===== src/hdl/cbcr_pkg.sv =====
// shared types, codes and constants for the circle versus box collision block
`default_nettype none
package cbcr_pkg;

  localparam int FRAC_BITS_DEF = 16;
  localparam int RADIUS_INT    = 20;
  localparam int AXIS_BITS     = 14;
  localparam int SQRT_STEPS    = 32;
  localparam int DIV_STEPS     = 15;
  localparam int CNT_W         = 5;
  localparam int CFG_IDX_W     = 3;

  localparam logic [1:0] KIND_LOAD    = 2'd0;
  localparam logic [1:0] KIND_MOVE    = 2'd1;
  localparam logic [1:0] KIND_COLLIDE = 2'd2;

  localparam logic [CFG_IDX_W-1:0] REG_RADIUS   = 3'd0;
  localparam logic [CFG_IDX_W-1:0] REG_START_X  = 3'd1;
  localparam logic [CFG_IDX_W-1:0] REG_START_Y  = 3'd2;
  localparam logic [CFG_IDX_W-1:0] REG_START_VX = 3'd3;
  localparam logic [CFG_IDX_W-1:0] REG_START_VY = 3'd4;

  typedef enum logic [4:0] {
    ST_IDLE, ST_DISPATCH, ST_P1, ST_P2, ST_P3, ST_P4, ST_P5, ST_EX,
    ST_SQX, ST_SQY, ST_DSQ, ST_TST, ST_SQRT, ST_DIVI, ST_DIV,
    ST_N1, ST_N2, ST_N3, ST_N4, ST_N5, ST_N6, ST_N7, ST_N8, ST_N9,
    ST_N10, ST_N11, ST_N12, ST_FIN
  } state_t;

  typedef enum logic [4:0] {
    OP_NONE, OP_EXEC, OP_DIFF, OP_P1, OP_P2, OP_P3, OP_P4, OP_P5, OP_EX,
    OP_SQX, OP_SQY, OP_DSQ, OP_TST, OP_SQRT, OP_DIVI, OP_DIV,
    OP_N1, OP_N2, OP_N3, OP_N4, OP_N5, OP_N6, OP_N7, OP_N8, OP_N9,
    OP_N10, OP_N11, OP_N12
  } op_t;

  typedef struct packed {
    logic latch;
    op_t  op;
    logic out_load;
  } cmd_t;

  typedef struct packed {
    logic [1:0] kind;
    logic       far;
    logic       miss;
  } status_t;

endpackage
`default_nettype wire


===== src/hdl/cbcr_ctrl.sv =====
// sequencer for one command: dispatch, collision steps, result hand-off
`default_nettype none
module cbcr_ctrl
  import cbcr_pkg::*;
(
  input  wire logic    clk,
  input  wire logic    rst,
  input  wire logic    in_valid,
  output logic         in_ready,
  input  wire logic    out_ready,
  output logic         out_valid,
  input  wire status_t st,
  output cmd_t         cmd
);

  state_t state, state_next;
  logic [CNT_W-1:0] cnt;

  always_ff @(posedge clk) begin
    if (rst) begin
      state     <= ST_IDLE;
      cnt       <= '0;
      out_valid <= 1'b0;
    end else begin
      state <= state_next;
      if (state == ST_TST || state == ST_DIVI) begin
        cnt <= '0;
      end else if (state == ST_SQRT || state == ST_DIV) begin
        cnt <= cnt + 1'b1;
      end
      if (cmd.out_load) begin
        out_valid <= 1'b1;
      end else if (out_ready) begin
        out_valid <= 1'b0;
      end
    end
  end

  always_comb begin
    state_next = state;
    unique case (state)
      ST_IDLE:     if (in_valid) state_next = ST_DISPATCH;
      ST_DISPATCH: state_next = (st.kind == KIND_COLLIDE) ? ST_P1 : ST_FIN;
      ST_P1:       state_next = ST_P2;
      ST_P2:       state_next = ST_P3;
      ST_P3:       state_next = ST_P4;
      ST_P4:       state_next = ST_P5;
      ST_P5:       state_next = ST_EX;
      ST_EX:       state_next = ST_SQX;
      ST_SQX:      state_next = st.far ? ST_FIN : ST_SQY;
      ST_SQY:      state_next = ST_DSQ;
      ST_DSQ:      state_next = ST_TST;
      ST_TST:      state_next = st.miss ? ST_FIN : ST_SQRT;
      ST_SQRT:     if (cnt == CNT_W'(SQRT_STEPS - 1)) state_next = ST_DIVI;
      ST_DIVI:     state_next = ST_DIV;
      ST_DIV:      if (cnt == CNT_W'(DIV_STEPS - 1)) state_next = ST_N1;
      ST_N1:       state_next = ST_N2;
      ST_N2:       state_next = ST_N3;
      ST_N3:       state_next = ST_N4;
      ST_N4:       state_next = ST_N5;
      ST_N5:       state_next = ST_N6;
      ST_N6:       state_next = ST_N7;
      ST_N7:       state_next = ST_N8;
      ST_N8:       state_next = ST_N9;
      ST_N9:       state_next = ST_N10;
      ST_N10:      state_next = ST_N11;
      ST_N11:      state_next = ST_N12;
      ST_N12:      state_next = ST_FIN;
      ST_FIN:      if (!out_valid || out_ready) state_next = ST_IDLE;
      default:     state_next = ST_IDLE;
    endcase
  end

  always_comb begin
    in_ready     = (state == ST_IDLE);
    cmd.latch    = (state == ST_IDLE) && in_valid;
    cmd.out_load = (state == ST_FIN) && (!out_valid || out_ready);
    cmd.op       = OP_NONE;
    unique case (state)
      ST_IDLE:     cmd.op = OP_NONE;
      ST_DISPATCH: cmd.op = (st.kind == KIND_COLLIDE) ? OP_DIFF : OP_EXEC;
      ST_P1:       cmd.op = OP_P1;
      ST_P2:       cmd.op = OP_P2;
      ST_P3:       cmd.op = OP_P3;
      ST_P4:       cmd.op = OP_P4;
      ST_P5:       cmd.op = OP_P5;
      ST_EX:       cmd.op = OP_EX;
      ST_SQX:      cmd.op = OP_SQX;
      ST_SQY:      cmd.op = OP_SQY;
      ST_DSQ:      cmd.op = OP_DSQ;
      ST_TST:      cmd.op = OP_TST;
      ST_SQRT:     cmd.op = OP_SQRT;
      ST_DIVI:     cmd.op = OP_DIVI;
      ST_DIV:      cmd.op = OP_DIV;
      ST_N1:       cmd.op = OP_N1;
      ST_N2:       cmd.op = OP_N2;
      ST_N3:       cmd.op = OP_N3;
      ST_N4:       cmd.op = OP_N4;
      ST_N5:       cmd.op = OP_N5;
      ST_N6:       cmd.op = OP_N6;
      ST_N7:       cmd.op = OP_N7;
      ST_N8:       cmd.op = OP_N8;
      ST_N9:       cmd.op = OP_N9;
      ST_N10:      cmd.op = OP_N10;
      ST_N11:      cmd.op = OP_N11;
      ST_N12:      cmd.op = OP_N12;
      ST_FIN:      cmd.op = OP_NONE;
      default:     cmd.op = OP_NONE;
    endcase
  end

endmodule
`default_nettype wire


===== config.mk =====
export PLATFORM = sky130hd
export DESIGN_NAME = cbcr_ctrl
export DESIGN_NICKNAME = d
export VERILOG_FILES = /design/src/hdl/cbcr_pkg.sv /design/src/hdl/cbcr_ctrl.sv
export SDC_FILE = /design/constraint.sdc
export NUM_CORES = 1
export LEC_CHECK = 0
export ABC_AREA = 1
export ABC_CLOCK_PERIOD_IN_PS = 1400
export BUFFER_PORTS_ARGS = -buffer_cell sky130_fd_sc_hd__buf_4
export CELL_PAD_IN_SITES_DETAIL_PLACEMENT = 1
export CELL_PAD_IN_SITES_GLOBAL_PLACEMENT = 2
export CORE_UTILIZATION = 25
export DETAILED_ROUTE_END_ITERATION = 10
export PLACE_DENSITY = 0.8
export SYNTH_ARGS = -nofsm -noshare
export SYNTH_HDL_FRONTEND = slang
export SYNTH_SLANG_ARGS = --single-unit

===== constraint.sdc =====
create_clock -name clk -period 1.4 [get_ports clk]
set_clock_uncertainty 0.2 [all_clocks]
set_input_delay 0.07 -clock clk [delete_from_list [all_inputs] [get_ports clk]]
set_output_delay 0.07 -clock clk [all_outputs]
set_load 0.02 [all_outputs]

==> results of run 1 <==
[placed cells by master, fill, tap and decap left out, types with 6 or more instances in the layout]
cell type,synthesis,routed
buf_4,0,51
nand3_1,12,6
nor2_2,5,8
nor2_4,1,7
nand2_2,1,6
nand2_1,30,21
inv_1,18,14
buf_6,1,14
nor2_1,22,13
[state kept, by name, indices dropped and copies added (netlist names)]
name / flops
cnt: 5
out_valid: 1
state: 5
[power breakdown]
group / switching, mW / internal (mW) / total [mW]
sequential: 0.208 / 0.413 / 0.621
clock: 0.134 / 0.111 / 0.245
combinational: 1.55 / 1.47 / 3.02
[worst reg2reg max path, cell delays in order (launching register included)]
cell and delay (ps):
dfxtp_4 400, nor2_4 190, buf_4 150, buf_6 90, buf_4 110, nand4_4 90
buf_4 170, nand2_1 80, a21oi_1 60
[per-layer routing]
| layer | up-vias | GRT usage [%] |
|---|---|---|
| li1 | 594 | - |
| met1 | 607 | 25.75 |
| met2 | 22 | 37.39 |
| met3 | 10 | 3.313 |
| met4 | 0 | 6.667 |
| met5 | - | 0 |
[worst min-delay path by stage]
stage | from | to | slack [ps] | cells after the start
2_1_floorplan | rst | state[2] | -60 | 1
3_3_place_gp | rst | out_valid | 50 | 2
3_5_place_dp | rst | out_valid | 60 | 2
4_1_cts | out_ready | out_valid | 40 | 5
5_1_grt | out_ready | out_valid | 60 | 5
6_report | out_ready | out_valid | 30 | 5
[kinds of logic (layout without fill, tap and decap cells)]
kind of cell / count (synthesis) / in the layout / synth area share [%]
XOR/XNOR: 1 / 1 / 0.9711
AO/OA/AOI/OAI: 15 / 15 / 9.015
AND/OR/NAND/NOR: 86 / 86 / 49.79
flip-flops: 11 / 11 / 24.41
buffers and inverters: 26 / 97 / 11.65
adder cells (fa/ha/maj): 3 / 3 / 4.161
[timing repair]
| action | 4_1_cts | 5_1_grt |
|---|---|---|
| pin swaps | 16 | 21 |
| setup buffers | 17 | 10 |
| endpoints found under the hold margin | 6 | 0 |
| setup endpoints to repair | 19 | 19 |
| resized for setup | 57 | 39 |
| hold buffers | 2 | 0 |
[layout make-up]
cell class                      count  share of cell area (%)
Multi-Input combinational cell    105                   45.14
Clock buffer                        4                   1.417
Inverter                           25                   6.275
Sequential cell                    11                   13.02
Tap cell                           46                   3.104
Timing Repair Buffer               68                   31.04
[per-stage QoR]
step           hold WS, ps  setup slack, ps  instance area (µm²)  power, mW  TNS [ps]
2_1_floorplan       -60.93           -17.51                925.9      1.499    -49.94
3_3_place_gp         49.98           -207.9                 1308      2.374     -1410
3_5_place_dp         55.55           -225.1                 1308      2.406     -1683
4_1_cts              42.65           -281.7                 1655      3.309     -2571
5_1_grt              64.47           -406.0                 1854      4.118     -5359
6_report             29.20           -365.6                 1854      3.890     -4276
==> metrics.csv, run 1 <==
metric;value;unit
finalWirelength;4240;µm
slew_headroom;82.44;%
rr_worst_depth;8;
vias;1233;
cp_max_fo;4;
cts_max_level;1;
num_rows;21;
cp-startpoint;state[2];
synth_cell_type_count;27;
worst-path-stages;5;
worstPathRequired;1130;ps
grt_max_degree;11;
syn_area_per_cell;6.353;µm²
post-route-min-period;1766;ps
synth_top_area_share;24.41;%
dr_wl_met3;92;µm
endpoint;cmd[0];
setup_viol_count_final;19;
crit_buf_inv;3;
status;complete, but fails checks;
antenna_found_initial;0;
worstSetupPathType;reg -> out;
worstPathArrival;1500;ps
clk_pin_slew;90;ps
worstMarginPinSlew;261.4;ps
final_layout_size_suffix_gt1_share;65.26;%
clock_latency;290;ps
drv_slew;0;
synth_largest_area_cell;dfxtp_1;
synth.net_count;153;
max_stage_delay;400;ps
dr_wl_met2;2403;µm
max_freq;0.5664;GHz
cts_num_sinks;11;
synth_common_cells;nand2_1, nor2_1, inv_1;
post-place-cells;230;
cts_root_buf;clkbuf_4;
viasPerCell;4.761;
multi_input_area;837.1;µm²
areaGrowthSynthToFinish;105.5;%
rr_endpoint;state[3];
crit_family;buffers and inverters;
netlist_area;902.1;µm²
synth_seq_cells;11;
p_leak;0.8536;nW
initial_utilization;26.61;%
dieHeight;62.07;µm
powerDensity;2098;mW/mm²
io_pins;17;
cp-start-kind;flop;
hold_class;in -> reg;
timing.final.crit_share;126.1;%
overflow;0;
maxCapViolCount;0;
wl_per_cell;16.37;µm
first_global_vias;1206;
endpoint_kind;primary output;
drt_iter0_drc;24;
synth-edff-count;0;
die_w;62.07;µm
wl_met1;1635;µm
synthCells;142;
hold_viol;0;
dp_hpwl;2374;µm
cts_made_buffers;3;
drc;0;
violations;setup timing;
nets;225;
post-route-util;54.71;%
grt_pass1_wl;5775;µm
clk_path_buf_depth;2;
n_antenna_cell;0;
rsz0062_at_grt;true;
cts_tree;built;
async_reset_ff_share;0;%
synth_area_leaders;dfxtp_1, nand2_1, nor2_1;
synth_seq_area_share;24.41;%
critical-path-slowest-cell;dfxtp_4;
die_area;0.003853;mm²
dr.pass1.iters;4;
ff_latch_area;241.5;µm²
top_layer;met4;
port_buffers;16;
max-vdd-ir-drop;0.9369;mV
worstPathCellList;inv_4 -> nand2_4 -> buf_6 -> nor4_4 -> buf_4;
core;0.003390;mm²
synth_most_common_cell;nand2_1;
layout_setup_ws;-365.6;ps
synth_warnings;0;
ant_nets;0;
n_fill_cell;417;
synth_ff_type;dfxtp_1;
worst-r2r-setup-slack;-270;ps
place_congestion;0.9329;
rr_startpoint;state[2];
layoutNonFillerInstCount;259;
track_usage;21.02;%
(Power assumes the default switching activity.)
==> run 2, diff against run 1 <==
RECOVER_POWER = 50   (was not set)
==> run 2 against run 1 <==
Effect of this change:
- the run still ends with setup timing left
- clock power barely moved
- critical path depth did not move
- combinational power barely moved
- first-iteration DRC count did not move
- hold slack barely moved
- power barely moved
- sequential power barely moved
- die area did not move
- global-route usage did not move
- worst setup slack barely moved
- design area fell by 0.20%
- utilization fell by 0.11 points
- largest power group unchanged
==> metrics.csv, run 2 (synthesis results as in run 1) <==
metric;value;unit
status;complete, but fails checks;
violations;setup timing;
dieHeight;62.07;µm
num_rows;21;
drv_slew;0;
post-place-cells;230;
clk_path_buf_depth;2;
port_buffers;16;
clock_latency;290;ps
post-route-min-period;1766;ps
holdWs;29.19;ps
clkPwrFrac;6.3;%
maxCapViolCount;0;
dr.pass1.iters;4;
layout_setup_ws;-365.6;ps
areaGrowthSynthToFinish;105.1;%
powerDensity;2103;mW/mm²
n_fill_cell;419;
crit_buf_inv;3;
vias;1237;
drt_iter0_drc;24;
slew_headroom;77.93;%
worstSetupPathType;reg -> out;
worstMarginPinSlew;332.5;ps
overflow;0;
cts_tree;built;
max_freq;0.5664;GHz
hold_viol;0;
p_switching;1.896;mW
grt_max_degree;11;
ant_nets;0;
post-place-ws;-225.1;ps
layout_commonest_cell;buf_4;
die_w;62.07;µm
n_antenna_cell;0;
setup_viol_count_final;19;
finalWirelength;4243;µm
stdcell_area;0.001851;mm²
critical-path-slowest-cell;dfxtp_4;
cp-start-kind;flop;
multi_input_area;837.1;µm²
worstPathCellList;inv_4 -> nand2_4 -> buf_6 -> nor4_4 -> buf_4;
switching_share;48.73;%
drc;0;
cts_num_sinks;11;
max-vdd-ir-drop;0.9382;mV
io_pins;17;
cts_made_buffers;3;
endpoint_kind;primary output;
track_usage;21.02;%
viasPerCell;4.776;
cts_max_level;1;
post-route-util;54.60;%
place_congestion;0.9329;
mostFrequentLayoutCells;buf_4, nand2_1, inv_1, buf_6, nor2_1;
power_frac_seq;16.0;%
hold_class;in -> reg;
die_area;0.003853;mm²
combPwrFrac;77.7;%
p_int;1.995;mW
antenna_found_initial;0;
first_global_vias;1206;
placedInstanceArea;0.001308;mm²
wl_per_cell;16.38;µm
worstPathArrival;1500;ps
reg_top3;cnt: 5 flops, state: 5 flops, out_valid: 1 flops;
grt_pass1_wl;5775;µm
p_leak;0.8494;nW
final_layout_size_suffix_gt1_share;64.79;%
core;0.003390;mm²
tns;-4281;ps
worstPathRequired;1130;ps
initial_utilization;26.61;%
crit_family;buffers and inverters;
ff_latch_area;241.5;µm²
rsz0062_at_grt;true;
max_stage_delay;400;ps
cp_max_fo;4;
layoutNonFillerInstCount;259;
nets;225;
dp_hpwl;2374;µm
timing.final.crit_share;126.1;%
total_power;3.891;mW
clk_pin_slew;90;ps
cts_root_buf;clkbuf_4;
## run 2: area by class of cell
type / count / share of cell area, %
tap: 46 / 3.110
timing repair buffer: 68 / 30.90
sequential: 11 / 13.05
clock buffer: 4 / 1.420
inverter: 25 / 6.288
multi-input combinational: 105 / 45.23
## run 2: final timing paths
path / startpoint / endpoint / slack, ps / depth (start not counted)
worst max-delay path: state[2] / cmd[0] / -370 / 5
worst min register to register: cnt[4] / cnt[4] / 330 / 2
worst max register to register: state[2] / state[3] / -270 / 8
worst min-delay path: out_ready / out_valid / 30 / 5
## run 2: power by group through the flow
| stage | clock (mW) | sequential (mW) | combinational [mW] |
|---|---|---|---|
| after global routing | 0.260 | 0.635 | 3.22 |
| after CTS | 0.249 | 0.578 | 2.48 |
| after global placement | 0 | 0.458 | 1.92 |
| after floorplan | 0 | 0.487 | 1.01 |
| final | 0.245 | 0.621 | 3.03 |
| after detailed placement | 0 | 0.466 | 1.94 |
## run 2: worst reg2reg max path, cell delays in order (launching register included)
cell	delay, ps
dfxtp_4	400
nor2_4	190
buf_4	150
buf_6	90
buf_4	110
nand4_4	90
buf_4	170
nand2_1	80
a21oi_1	60
## run 2: metal layers
metal / GRT usage (%) / wire, µm / up-vias
li1: - / - / 594
met1: 25.75 / 1641 / 611
met2: 37.39 / 2404 / 22
met3: 3.313 / 88 / 10
met4: 6.667 / 108 / 0
met5: 0 / 0 / -
## run 2: what timing repair did
| action | 4_1_cts | 5_1_grt |
|---|---|---|
| pin swaps | 16 | 21 |
| resized for setup | 57 | 39 |
| setup endpoints to repair | 19 | 19 |
| setup buffers | 17 | 10 |
| hold buffers | 2 | 0 |
| hold endpoints to repair | 6 | 0 |
